### config.mk
export PLATFORM = sky130hd
export DESIGN_NAME = ldpr_div
export DESIGN_NICKNAME = d
export VERILOG_FILES = /design/src/design/assert_macros.svh /design/src/design/ldpr_pkg.sv /design/src/design/ldpr_div.sv
export SDC_FILE = /design/constraint.sdc
export NUM_CORES = 1
export LEC_CHECK = 0
export ABC_AREA = 1
export BUFFER_PORTS_ARGS = -buffer_cell sky130_fd_sc_hd__buf_4
export CAP_MARGIN = 0
export CORE_MARGIN = 3
export CORE_UTILIZATION = 49
export CTS_CLUSTER_DIAMETER = 80
export DETAILED_ROUTE_END_ITERATION = 6
export GPL_TIMING_DRIVEN = 0
export PLACE_DENSITY_LB_ADDON = 0.05
export SLEW_MARGIN = 20
export SYNTH_ARGS = -nofsm -noshare
export SYNTH_HDL_FRONTEND = slang
export SYNTH_SLANG_ARGS = --single-unit
### constraint.sdc
create_clock -name clk -period 15.3 [get_ports clk]
set_clock_uncertainty 0.15 [all_clocks]
set_input_delay 1.53 -clock clk [delete_from_list [all_inputs] [get_ports clk]]
set_output_delay 1.53 -clock clk [all_outputs]
set_load 0.005 [all_outputs]
### src/design/assert_macros.svh
// assertion macros used by the top-level design file
`ifndef ASSERT_MACROS_SVH
`define ASSERT_MACROS_SVH

// clocked assertion, off while reset is held
`define ASSERT_CLK(label, prop, msg) \
  label: assert property (@(posedge clk) disable iff (!rst_n) prop) else $error(msg);

// clocked assertion that also holds during reset
`define ASSERT_ALWAYS(label, prop, msg) \
  label: assert property (@(posedge clk) prop) else $error(msg);

`endif

### src/design/ldpr_pkg.sv
// types, constants and fixed-point helpers of the lens distortion remap
package ldpr_pkg;

  localparam int DEF_IMAGE_SIZE = 640;
  localparam int FRAC = 20;
  localparam int DIV_STAGES = 6;
  localparam int DIV_BITS = 4;

  localparam logic signed [39:0] QMAX = 40'sd8388607;
  localparam logic signed [39:0] QMIN = -40'sd8388608;
  localparam logic signed [23:0] QONE = 24'sd1048576;

  // register indexes
  localparam logic [3:0] REG_FOCAL_X  = 4'd0;
  localparam logic [3:0] REG_FOCAL_Y  = 4'd1;
  localparam logic [3:0] REG_CENTER_X = 4'd2;
  localparam logic [3:0] REG_CENTER_Y = 4'd3;
  localparam logic [3:0] REG_K1       = 4'd4;
  localparam logic [3:0] REG_K2       = 4'd5;
  localparam logic [3:0] REG_P1       = 4'd6;
  localparam logic [3:0] REG_P2       = 4'd7;

  localparam logic [11:0] RST_FOCAL  = 12'd640;
  localparam logic [11:0] RST_CENTER = 12'd320;

  typedef struct packed {
    logic [11:0] src_col;
    logic [11:0] src_row;
    logic [23:0] src_color;
  } in_item_t;

  typedef struct packed {
    logic [11:0] dst_col;
    logic [11:0] dst_row;
    logic [23:0] dst_color;
  } out_item_t;

  typedef struct packed {
    logic [11:0] mag;
    logic        neg;
    logic        ovf;
  } div_in_t;

  typedef struct packed {
    logic [23:0] q;
    logic        neg;
    logic        ovf;
  } div_out_t;

  function automatic logic signed [23:0] sat_q(input logic signed [39:0] v);
    logic signed [23:0] r;
    if (v > QMAX) r = QMAX[23:0];
    else if (v < QMIN) r = QMIN[23:0];
    else r = v[23:0];
    return r;
  endfunction

  // q4.20 times q4.20, floor shift
  function automatic logic signed [23:0] mulq(input logic signed [23:0] a,
                                              input logic signed [23:0] b);
    logic signed [47:0] p;
    p = 48'(a) * 48'(b);
    return sat_q(40'(p >>> FRAC));
  endfunction

  // q1.14 times q4.20, floor shift
  function automatic logic signed [23:0] mulc(input logic signed [15:0] c,
                                              input logic signed [23:0] b);
    logic signed [39:0] p;
    p = 40'(c) * 40'(b);
    return sat_q(p >>> 14);
  endfunction

  function automatic logic signed [23:0] add_q(input logic signed [23:0] a,
                                               input logic signed [23:0] b);
    return sat_q(40'(a) + 40'(b));
  endfunction

endpackage

### src/design/ldpr_div.sv
// pipelined restoring divider for coordinate normalisation
module ldpr_div import ldpr_pkg::*; (
  input  logic                  clk,
  input  logic [DIV_STAGES-1:0] ld,
  input  logic [11:0]           fd,
  input  div_in_t               din,
  output div_out_t              dout
);

  logic [11:0] rem_r [DIV_STAGES];
  logic [23:0] q_r   [DIV_STAGES];
  logic        neg_r [DIV_STAGES];
  logic        ovf_r [DIV_STAGES];
  logic [11:0] rem_nxt [DIV_STAGES];
  logic [23:0] q_nxt   [DIV_STAGES];

  always_comb begin
    logic [12:0] t;
    logic [11:0] rem;
    logic [23:0] q;
    for (int s = 0; s < DIV_STAGES; s++) begin
      if (s == 0) begin
        rem = {4'd0, din.mag[11:4]};
        q = '0;
      end else begin
        rem = rem_r[s-1];
        q = q_r[s-1];
      end
      for (int b = 0; b < DIV_BITS; b++) begin
        // numerator bits below the magnitude's low nibble are zero
        if (s == 0) t = {rem, din.mag[DIV_BITS-1-b]};
        else t = {rem, 1'b0};
        q = {q[22:0], 1'b0};
        if (t >= {1'b0, fd}) begin
          t = t - {1'b0, fd};
          q[0] = 1'b1;
        end
        rem = t[11:0];
      end
      rem_nxt[s] = rem;
      q_nxt[s] = q;
    end
  end

  always_ff @(posedge clk) begin
    for (int s = 0; s < DIV_STAGES; s++) begin
      if (ld[s]) begin
        rem_r[s] <= rem_nxt[s];
        q_r[s] <= q_nxt[s];
      end
    end
    if (ld[0]) begin
      neg_r[0] <= din.neg;
      ovf_r[0] <= din.ovf;
    end
    for (int s = 1; s < DIV_STAGES; s++) begin
      if (ld[s]) begin
        neg_r[s] <= neg_r[s-1];
        ovf_r[s] <= ovf_r[s-1];
      end
    end
  end

  assign dout.q = q_r[DIV_STAGES-1];
  assign dout.neg = neg_r[DIV_STAGES-1];
  assign dout.ovf = ovf_r[DIV_STAGES-1];

endmodule

==> After elaboration in Yosys (flattened, before gate mapping) <==
Memory sizes are Yosys's and may differ from the RTL's.
Index checks and enable logic that the tools add are counted.
{ "classes": {"add_sub_neg": 24, "n_lt_le_gt_ge": 24, "mux": 60} }
{ "op_table": {"columns": ["operator", "n"], "rows": [
  ["13-bit by 12-bit >= comparator with 1-bit output", 23],
  ["12-bit 2-to-1 mux", 24],
  ["12-bit subtractor", 23],
  ["1-bit 2-to-1 mux", 36],
  ["9-bit by 12-bit >= comparator with 1-bit output", 1],
  ["9-bit by 12-bit subtractor with 12-bit output", 1]
]} }
{ "totals": {"regBits": 0, "mem_bits_rw": 228, "wordCells": 112, "mem_count": 4} }
{ "memory_table": {"columns": ["name", "words", "width", "rd", "rd_clocked_by_memory_dff", "write_ports", "line_no", "source"], "rows": [
  ["q_r", 6, 24, 6, 0, 6, "ldpr_div.sv:11", "logic [23:0] q_r [DIV_STAGES];"],
  ["rem_r", 6, 12, 5, 0, 6, "ldpr_div.sv:10", "logic [11:0] rem_r [DIV_STAGES];"],
  ["neg_r", 6, 1, 6, 0, 6, "ldpr_div.sv:12", "logic neg_r [DIV_STAGES];"],
  ["ovf_r", 6, 1, 6, 0, 6, "ldpr_div.sv:13", "logic ovf_r [DIV_STAGES];"]
]} }

==> Depth between registers and ports, before layout <==
Gate-level depths: netlist of run 1.
An unclocked memory read counts as a cell.
{ "depth": {"depth_word": 9, "depth_mapped": 52, "ltp_nobuf": 48} }

==> Worst setup path after synthesis of run 1 <==
OpenSTA, ideal clock, no wires.
{ "synth_timing": {"path_kind": "input-to-reg", "startpoint": "input port fd[1]", "endpoint": "memory rem_r[0][4], data pin", "setup_time_ps": 254, "arrival_ps": 8113, "t_required_ps": 14896, "path_slack_ps": 6784, "cell_stages": 41, "path_buffers": 4, "path_cell_list": "inv_1 ha_1 nand2_1 nor2_1 nand3_1 nand4_4 inv_2 buf_2 o21a_1 inv_1 ha_1 a21o_1 a21oi_1 nand3_1 nand2_1 nand2_1 a21oi_2 buf_2 (+5 left out) inv_1 nand2_1 o41ai_1 nand2_1 nand4_2 buf_4 nor2_1 a21oi_1 ha_1 nand3_1 nand2_1 nand3_1 o2111ai_1 o21ai_0 nand3_1 buf_2 nand2_1 nand2_1"} }
{ "synth_lines": {"columns": ["element", "line_no", "source"], "rows": [
  ["start: declaration", "ldpr_div.sv:5", "input logic [11:0] fd,"],
  ["end: declaration", "ldpr_div.sv:10", null]
]} }

==> metrics, run 1 <==
Reg clk slew, reported paths 70 ps; clock sink total 156; Reg-to-Reg End q_r[5][0]$_DFFE_PP_; clk buf depth 2; drt initial violations 1252; Final Hold Violating Endpoints 0; number of synthesized flops with an enable pin 156; Synth Flop Type edfxtp_1; WL per Instance 16.9 µm; Fmax achieved 0.103 GHz; worst min path class flop to flop; IO buf count 58; Via Count 19571; hold_sp q_r[3][3]$_DFFE_PP_; routed vias/inst 5.48; drc violations 0; Setup Fix Bufs, Post-CTS 0; slew margin rel. 28.6%; Critical Path Max Stage Delay 420 ps; final setup fails 0; Synth Area per Inst 7.07 µm²; post-DP HPWL 46900 µm; met1 Use GR 37.2%; critical path's slowest cell ha_1; largest net degree at the start of global routing 35; # H-tree levels 4; grt peak-use layer met2; status finished clean; share of cells above drive strength 1 9.60%; nets 3341; vias in the first global route 18847; Critical Path RT 15380 ps; Ys Warns 0; most common cell in the synthesized netlist nand2_1; RR Startpoint rem_r[4][5]$_DFFE_PP_; part of the Yosys area used for sequential elements 22.5%; CP startpoint kind primary input; Yosys top cell area share 22.5%; Final ANT Viol Nets 0; die width 212 µm; CTS hold repair buffers 0; total CTS buffers 17; Congestion Overflow GR 0; Fin Setup TNS 0 ps; gp weighted congestion 0.915; CP Capture Type flop; M2 GR Usage 45.7%; Total Wirelength 60300 µm; later-pin clock latency in the skew report 470 ps; effective utilization at floorplan 50.2%; final worst path period share 63.7%; Post-Syn Instances 2942; Top cell by count, worst path nand2_1; synth unique cells 58; DRT Pass-1 Iters 5; number of synthesized register bits 156; height of the die 212 µm; Die ar. 44900 µm²; CP arrival 9830 ps; I/O Pins 59; Core Rows 74; CP Buf/Inv Count 11; critical path's top delay family compound AO/OA/AOI/OAI gates; GRT Resource Usage Total 27.3%; most frequent cells after synthesis nand2_1 (860), inv_1 (342), ha_1 (270); Worst R2R Path Depth 44; area leader, netlist edfxtp_1; top cells by area, synth edfxtp_1 (23%), ha_1 (16%), nand2_1 (16%); Post-Syn Area 20800 µm²; GRT met3 Usage 3.14%; Worst Hold Path Cells 0; Synth async-reset ratio 0%; initial antenna violation count 0; Post-Syn Nets 3254; max-slew violations 0; Area Growth Syn to Fin 9.17%; RSZ-0062 raised after global routing false; core area 41400 µm²; Tightest Pin Transition 1070 ps; maximum fanout along the worst path 19; Worst Hold End q_r[4][7]$_DFFE_PP_; clock tree from TritonCTS done; Final min period 9750 ps; critical path class primary input to flop; max-cap violations 0; post-CTS sizing 0; clock root cell clkbuf_16; Setup crit start fd[0]; diodes inserted 0; first-pass GRT wire length 97100 µm; Worst R2R Setup Slack 7110 ps
## final cells by class
type / count / area [µm²]
sequential: 156 / 4680
clock inverter: 15 / 173
inverter: 358 / 1350
tap: 532 / 666
clock buffer: 17 / 425
fill: 4105 / 18700
timing repair buffer: 68 / 643
buffer: 51 / 332
multi-input combinational: 2377 / 14400
## worst max-delay path by stage
stage / endpoint / slack (ps) / depth (start not counted)
finish: q_r[5][0]$_DFFE_PP_ / 5550 / 46
global placement: rem_r[0][10]$_DFFE_PP_ / 4650 / 43
CTS: q_r[5][0]$_DFFE_PP_ / 5660 / 46
global route: q_r[5][0]$_DFFE_PP_ / 4770 / 47
detailed placement: q_r[5][0]$_DFFE_PP_ / 5180 / 46
floorplan: rem_r[0][4]$_DFFE_PP_ / 6780 / 41
## cells in the final DEF, fill, tap and decap left out, drive strengths merged, types with 13 or more instances in the layout
cell type / instances
nor2: 201
inv: 368
a21oi: 225
nand4: 52
ha: 270
clkbuf: 25
a31oi: 17
o21ai: 177
buf: 111
or2: 15
nand3: 194
o21bai: 13
xor2: 120
nand2: 883
nor3: 19
a21o: 15
edfxtp: 156
xnor2: 93
## sequential cells by signal, indices dropped and copies added (netlist names)
register and flops:
rem_r 60, neg_r 6, ovf_r 6, q_r 84
## per-layer routing
metal  up-vias  wire (µm)
met4         0       1460
met1      8960      28700
met5         -          0
met3        93       2560
li1      10062          -
met2       456      27600
## worst reg2reg max path, delay by kind of cell, from the launching register on
family | cells | cell delay (ps)
adder cells (fa/ha/maj) | 4 | 1400
AO/OA/AOI/OAI | 18 | 3010
AND/OR/NAND/NOR | 15 | 1660
buffers and inverters | 7 | 1310
flip-flops | 1 | 430
## logic make-up (layout without fill, tap and decap cells)
| group | Yosys count | after routing | share of synthesized area (%) |
|---|---|---|---|
| AND/OR/NAND/NOR | 1373 | 1373 | 28.8 |
| XOR/XNOR | 213 | 213 | 8.97 |
| AO/OA/AOI/OAI | 511 | 511 | 14.4 |
| multiplexers | 1 | 1 | 0.0542 |
| flip-flops | 156 | 156 | 22.5 |
| adder cells (fa/ha/maj) | 279 | 279 | 17.1 |
| buffers and inverters | 409 | 509 | 8.08 |
## per-stage QoR
step | hold WS [ps] | instance area (µm²) | instances | worst slack [ps] | util (%)
2_1_floorplan | 250 | 20800 | 2942 | 6780 | -
3_3_place_gp | 252 | 21900 | 3532 | 4650 | 52.9
3_5_place_dp | 255 | 22100 | 3542 | 5180 | 53.4
4_1_cts | 269 | 22700 | 3574 | 5660 | 54.8
5_1_grt | 272 | 22700 | 3574 | 4770 | 54.8
6_report | 267 | 22700 | 3574 | 5550 | 54.8
Power of run 1 is left out: the tool's default activity adds up to more than one toggle a clock period on the data nets, which glitch-free logic cannot reach.
==> inputs of run 2 (changes only) <==
==> constraint.sdc (replaced) <==
create_clock -name clk -period 7.8 [get_ports clk]
set_clock_uncertainty 0.15 [all_clocks]
set_input_delay 0.78 -clock clk [delete_from_list [all_inputs] [get_ports clk]]
set_output_delay 0.78 -clock clk [all_outputs]
set_load 0.005 [all_outputs]
==> run 2 against run 1 <==
Effect of this change:
- final cell count is 3.3% higher
- non-clock buffer count increased by 115
- hold slack lost 2.3 ps
- routed wire length grew 9.7%
- critical path type unchanged
==> metrics, run 2 (synthesized netlist as in run 1, its figures left out) <==
Worst R2R Path Depth 42 (was 44); Congestion Overflow GR 0 (unchanged); Reg area 4680 µm² (unchanged); core area 41400 µm² (unchanged); gp weighted congestion 0.915 (unchanged); vias in the first global route 19189 (was 18847); drt initial violations 1312 (was 1252); largest reg by FF count q_r (unchanged); top sig layer met4 (unchanged); Final min period 7510 ps; diodes inserted 0 (unchanged); maximum fanout along the worst path 11 (was 19); Critical Path RT 7870 ps (was 15380 ps); Critical Path Max Stage Delay 420 ps (about the same); total CTS buffers 17 (unchanged); final setup fails 0 (unchanged); Fmax achieved 0.133 GHz; CP Capture Type flop (unchanged); Top cell by count, worst path nand2_1 (unchanged); first-pass GRT wire length 99600 µm (was 97100 µm); Fillers 3865 (was 4105); max-cap violations 0 (unchanged); CTS hold repair buffers 0 (unchanged); biggest regs q_r x84, rem_r x60 (unchanged); met2 wire len 30900 µm (was 27600 µm); largest net degree at the start of global routing 35 (unchanged); commonest non-fill, non-tap cells in the layout nand2_1 (845), inv_1 (326), ha_1 (216), nor2_1 (180), a21oi_1 (175) (was nand2_1 (860), inv_1 (331), ha_1 (270), a21oi_1 (207), nor2_1 (187)); routed vias/inst 5.54 (was 5.48); Reg clk slew, reported paths 70 ps (about the same); initial antenna violation count 0 (unchanged); max FFs per register 84 (unchanged); nets 3458 (was 3341); critical path class primary input to flop (unchanged); Routed met3 length 3180 µm (was 2560 µm); die width 212 µm (unchanged); worst setup slack after layout 288 ps (was 5550 ps); effective utilization at floorplan 50.2% (unchanged); critical path's slowest cell fa_2 (was ha_1); area occupied by multi-input gates 15600 µm² (was 14400 µm²); Area Growth Syn to Fin 21.4% (was 9.17%); WL met1 30100 µm (was 28700 µm); later-pin clock latency in the skew report 480 ps (was 470 ps); DRT Pass-1 Iters 5 (unchanged); status finished clean (unchanged); clock root cell clkbuf_16 (unchanged); WL per Instance 17.9 µm (was 16.9 µm); Via Count 20465 (was 19571); clock tree from TritonCTS done (unchanged); worst min path class flop to flop (unchanged); Tightest Pin Transition 1050 ps (was 1070 ps); share of cells above drive strength 1 18.9% (was 9.60%); height of the die 212 µm (unchanged); final worst path period share 96.3%; Final Hold Violating Endpoints 0 (unchanged); slew margin rel. 29.9% (was 28.6%); Final ANT Viol Nets 0 (unchanged); Core Rows 74 (unchanged); Die ar. 44900 µm² (unchanged); GRT Resource Usage Total 28.0% (was 27.3%); Fin Setup TNS 0 ps (unchanged); post-layout utilization of the core 61.0% (was 54.8%); I/O Pins 59 (unchanged); clock sink total 156 (unchanged); max-slew violations 0 (unchanged); # H-tree levels 4 (unchanged); CP startpoint kind primary input (unchanged); most common cell after layout, fill and taps aside nand2_1 (unchanged); Worst Hold Path Cells 0 (unchanged); clk buf depth 2 (unchanged); IO buf count 58 (unchanged); CP arrival 7580 ps (was 9830 ps); Worst R2R Setup Slack 620 ps (was 7110 ps); RSZ-0062 raised after global routing true (was false); pre-CTS setup slack -1570 ps (was 5180 ps); drc violations 0 (unchanged); Total Wirelength 66100 µm (was 60300 µm); post-DP HPWL 46900 µm (unchanged)
==> run 2: cell types whose count changed in the layout (fill, tap and decap cells not counted), moves of 17 or more <==
cell / change
a21oi_1: -32
a21oi_2: +27
buf_2: -17
buf_4: +105
ha_1: -54
ha_4: +39
o21ai_0: -49
o21ai_1: +21
o21ai_2: +24
==> run 2: final timing paths <==
path	startpoint	to
setup / recovery	fd[0]	rem_r[2][5]$_DFFE_PP_
hold / removal	ovf_r[4]$_DFFE_PP_	ovf_r[5]$_DFFE_PP_
setup reg to reg	rem_r[2][2]$_DFFE_PP_	rem_r[3][7]$_DFFE_PP_
hold reg to reg	ovf_r[4]$_DFFE_PP_	ovf_r[5]$_DFFE_PP_
==> run 2: critical path, delay by kind of cell <==
family / cells / cell delay, ps
adder cells (fa/ha/maj): 4 / 1370
AO/OA/AOI/OAI: 8 / 1310
buffers and inverters: 13 / 1870
AND/OR/NAND/NOR: 21 / 2180
==> run 2: layout make-up <==
class	count	share of cell area, %
repair buffers	186	6.80
well taps	532	2.64
inverters	358	5.74
flip-flops and latches	156	18.6
multi-input cells	2377	61.9
plain buffers	48	1.91
repair inverters	2	0.0496
clock inverters	15	0.684
clock buffers	17	1.69
==> run 2: routing by layer <==
metal,GRT usage [%],vias to the layer above
li1,-,10319
met1,38.0,9511
met2,47.6,520
met3,3.33,115
met4,7.30,0
met5,0,-
==> run 2: metrics by stage <==
stage / hold slack (ps) / instances / cell area (µm²)
4_1_cts: 269 / 3607 / 23400
2_1_floorplan: 250 / 2942 / 20800
5_1_grt: 271 / 3691 / 25200
3_3_place_gp: 252 / 3532 / 21900
6_report: 265 / 3691 / 25200
3_5_place_dp: 255 / 3542 / 22100
==> run 2: repair_timing <==
action	CTS	global route
gates resized for setup	109	253
setup endpoints to repair	66	66
setup buffers	31	77
gates cloned	3	9
pin swaps	20	58
Power of run 2 is left out for the same reason.
==> inputs of run 3 (changes only) <==
--- a/config.mk
+++ b/config.mk
@@ -13,7 +13,8 @@
 export CTS_CLUSTER_DIAMETER = 80
 export DETAILED_ROUTE_END_ITERATION = 6
 export GPL_TIMING_DRIVEN = 0
-export PLACE_DENSITY_LB_ADDON = 0.05
+export MAX_ROUTING_LAYER = met4
+export PLACE_DENSITY_LB_ADDON = 0.1
 export SLEW_MARGIN = 20
 export SYNTH_ARGS = -nofsm -noshare
 export SYNTH_HDL_FRONTEND = slang
==> run 3 against run 2 <==
Effect of this change:
- clock-buffer cell count is 5 higher
- final cell count shrank 0.11%
- sequential share of layout area up 0.14 points
- via count about the same
- hold slack got worse by 7.5 ps
- die area is the same
- final area is 0.74% lower
- critical endpoint is now rem_r[1][10]$_DFFE_PP_
- largest cell class unchanged
- highest routed layer unchanged
==> metrics, run 3 (synthesized netlist as in run 1, its figures left out) <==
clock sink total 156 (unchanged); Final ANT Viol Nets 0 (unchanged); drc violations 0 (unchanged); initial antenna violation count 0 (unchanged); I/O Pins 59 (unchanged); nets 3454 (was 3458); drt initial violations 1363 (was 1312); post-DP HPWL 46600 µm (was 46900 µm); final hold slack 258 ps (was 265 ps); share of cells above drive strength 1 18.2% (was 18.9%); RR Startpoint rem_r[0][1]$_DFFE_PP_ (was rem_r[2][2]$_DFFE_PP_); Congestion Overflow GR 0 (unchanged); Placed Area 22100 µm² (about the same); later-pin clock latency in the skew report 470 ps (was 480 ps); most common cell after layout, fill and taps aside nand2_1 (unchanged); Fillers 3823 (was 3865); gp weighted congestion 0.946 (was 0.915); clk buf depth 2 (unchanged); WL per Instance 17.2 µm (was 17.9 µm); worst min path class flop to flop (unchanged); # H-tree levels 4 (unchanged); max-cap violations 0 (unchanged); final worst path period share 97.4% (was 96.3%); CP Capture Type flop (unchanged); Final min period 7600 ps (was 7510 ps); IO buf count 58 (unchanged); GRT Resource Usage Total 28.1% (was 28.0%); Area Growth Syn to Fin 20.5% (was 21.4%); Critical Path Max Stage Delay 420 ps (about the same); Reg-to-Reg End rem_r[1][10]$_DFFE_PP_ (was rem_r[3][7]$_DFFE_PP_); Fmax achieved 0.132 GHz (was 0.133 GHz); die width 212 µm (unchanged); slew margin rel. 38.5% (was 29.9%); final instance area 25100 µm² (was 25200 µm²); Via Count 20445 (was 20465); CTS hold repair buffers 0 (unchanged); max-slew violations 0 (unchanged); Fin Setup TNS 0 ps (unchanged); commonest non-fill, non-tap cells in the layout nand2_1 (843), inv_1 (327), ha_1 (223), nor2_1 (179), a21oi_1 (176) (was nand2_1 (845), inv_1 (326), ha_1 (216), nor2_1 (180), a21oi_1 (175)); vias in the first global route 19083 (was 19189); Worst R2R Path Depth 46 (was 42); CP arrival 7660 ps (was 7580 ps); final setup fails 0 (unchanged); clock tree from TritonCTS done (unchanged); status finished clean (unchanged); critical path class primary input to flop (unchanged); clock root cell clkbuf_16 (unchanged); routed vias/inst 5.55 (was 5.54); Reg clk slew, reported paths 60 ps (was 70 ps); Critical Path RT 7860 ps (was 7870 ps); Top cell by count, worst path nand2_1 (unchanged); core area 41400 µm² (unchanged); diodes inserted 0 (unchanged); max FFs per register 84 (unchanged); Tightest Pin Transition 923 ps (was 1050 ps); RSZ-0062 raised after global routing true (unchanged); height of the die 212 µm (unchanged); worst setup slack after layout 202 ps (was 288 ps); Core Rows 74 (unchanged); pre-CTS setup slack -1560 ps (was -1570 ps); CP startpoint kind primary input (unchanged); Total Wirelength 63300 µm (was 66100 µm); total CTS buffers 17 (unchanged); Setup crit start fd[0] (unchanged); DRT Pass-1 Iters 5 (unchanged); Die ar. 44900 µm² (unchanged); largest reg by FF count q_r (unchanged); biggest regs q_r x84, rem_r x60 (unchanged); largest net degree at the start of global routing 35 (unchanged); worst setup path endpoint rem_r[1][10]$_DFFE_PP_ (was rem_r[2][5]$_DFFE_PP_); first-pass GRT wire length 97400 µm (was 99600 µm); Final Hold Violating Endpoints 0 (unchanged); maximum fanout along the worst path 11 (unchanged); critical path's slowest cell fa_2 (unchanged); effective utilization at floorplan 50.2% (unchanged); Worst Hold Path Cells 0 (unchanged); Worst R2R Setup Slack 540 ps (was 620 ps)
## run 3: cell types whose count changed in the layout (fill, tap and decap cells not counted), moves of 5 or more
| cell | previous run | this run |
|---|---|---|
| clkbuf_1 | 3 | 8 |
| inv_8 | 10 | 4 |
| ha_1 | 216 | 223 |
| clkinv_1 | 0 | 5 |
| ha_4 | 39 | 31 |
## run 3: stage by stage
| step | cells | utilization [%] |
|---|---|---|
| 2_1_floorplan | 2942 | - |
| 3_3_place_gp | 3532 | 52.9 |
| 3_5_place_dp | 3542 | 53.5 |
| 4_1_cts | 3606 | 56.3 |
| 5_1_grt | 3687 | 60.5 |
| 6_report | 3687 | 60.5 |
## run 3: area by class of cell
class                      instances  area, µm²  share of cell area (%)
multi-input combinational       2378      15500                    62.0
sequential                       156       4680                    18.7
timing repair buffer             182       1630                    6.51
inverter                         358       1460                    5.81
tap                              532        666                    2.66
buffer                            49        488                    1.95
clock buffer                      22        444                    1.77
clock inverter                    10        146                   0.584
## run 3: critical path: cells and delay by family
family	cells	cell delay, ps
compound gates	10	1770
xor+xnor	1	170
fa+ha+maj	4	1250
buf+inv	11	1410
simple gates	22	2220
## run 3: worst min path at each step
| stage | to | slack [ps] | start |
|---|---|---|---|
| final | ovf_r[5]$_DFFE_PP_ | 260 | ovf_r[4]$_DFFE_PP_ |
| after global routing | q_r[4][10]$_DFFE_PP_ | 270 | q_r[3][6]$_DFFE_PP_ |
| after CTS | ovf_r[5]$_DFFE_PP_ | 260 | ovf_r[4]$_DFFE_PP_ |
| after detailed placement | ovf_r[5]$_DFFE_PP_ | 250 | ovf_r[4]$_DFFE_PP_ |
| after global placement | q_r[5][14]$_DFFE_PP_ | 250 | q_r[4][10]$_DFFE_PP_ |
| after floorplan | neg_r[1]$_DFFE_PP_ | 250 | neg_r[0]$_DFFE_PP_ |
## run 3: layer usage
metal,share of wire (%),vias up,wire length (µm),track usage [%]
li1,-,10313,-,-
met1,46,9541,29000,36.2
met2,47,493,29700,45.4
met3,4.3,98,2730,3.25
met4,3.0,0,1890,11.1
met5,0,-,0,-
## run 3: what timing repair did
item	4_1_cts	5_1_grt
pin swaps	14	56
buffers inserted	32	77
gates resized for setup	103	250
gates cloned	0	6
setup endpoints to repair	66	66
Power of run 3 is left out for the same reason.
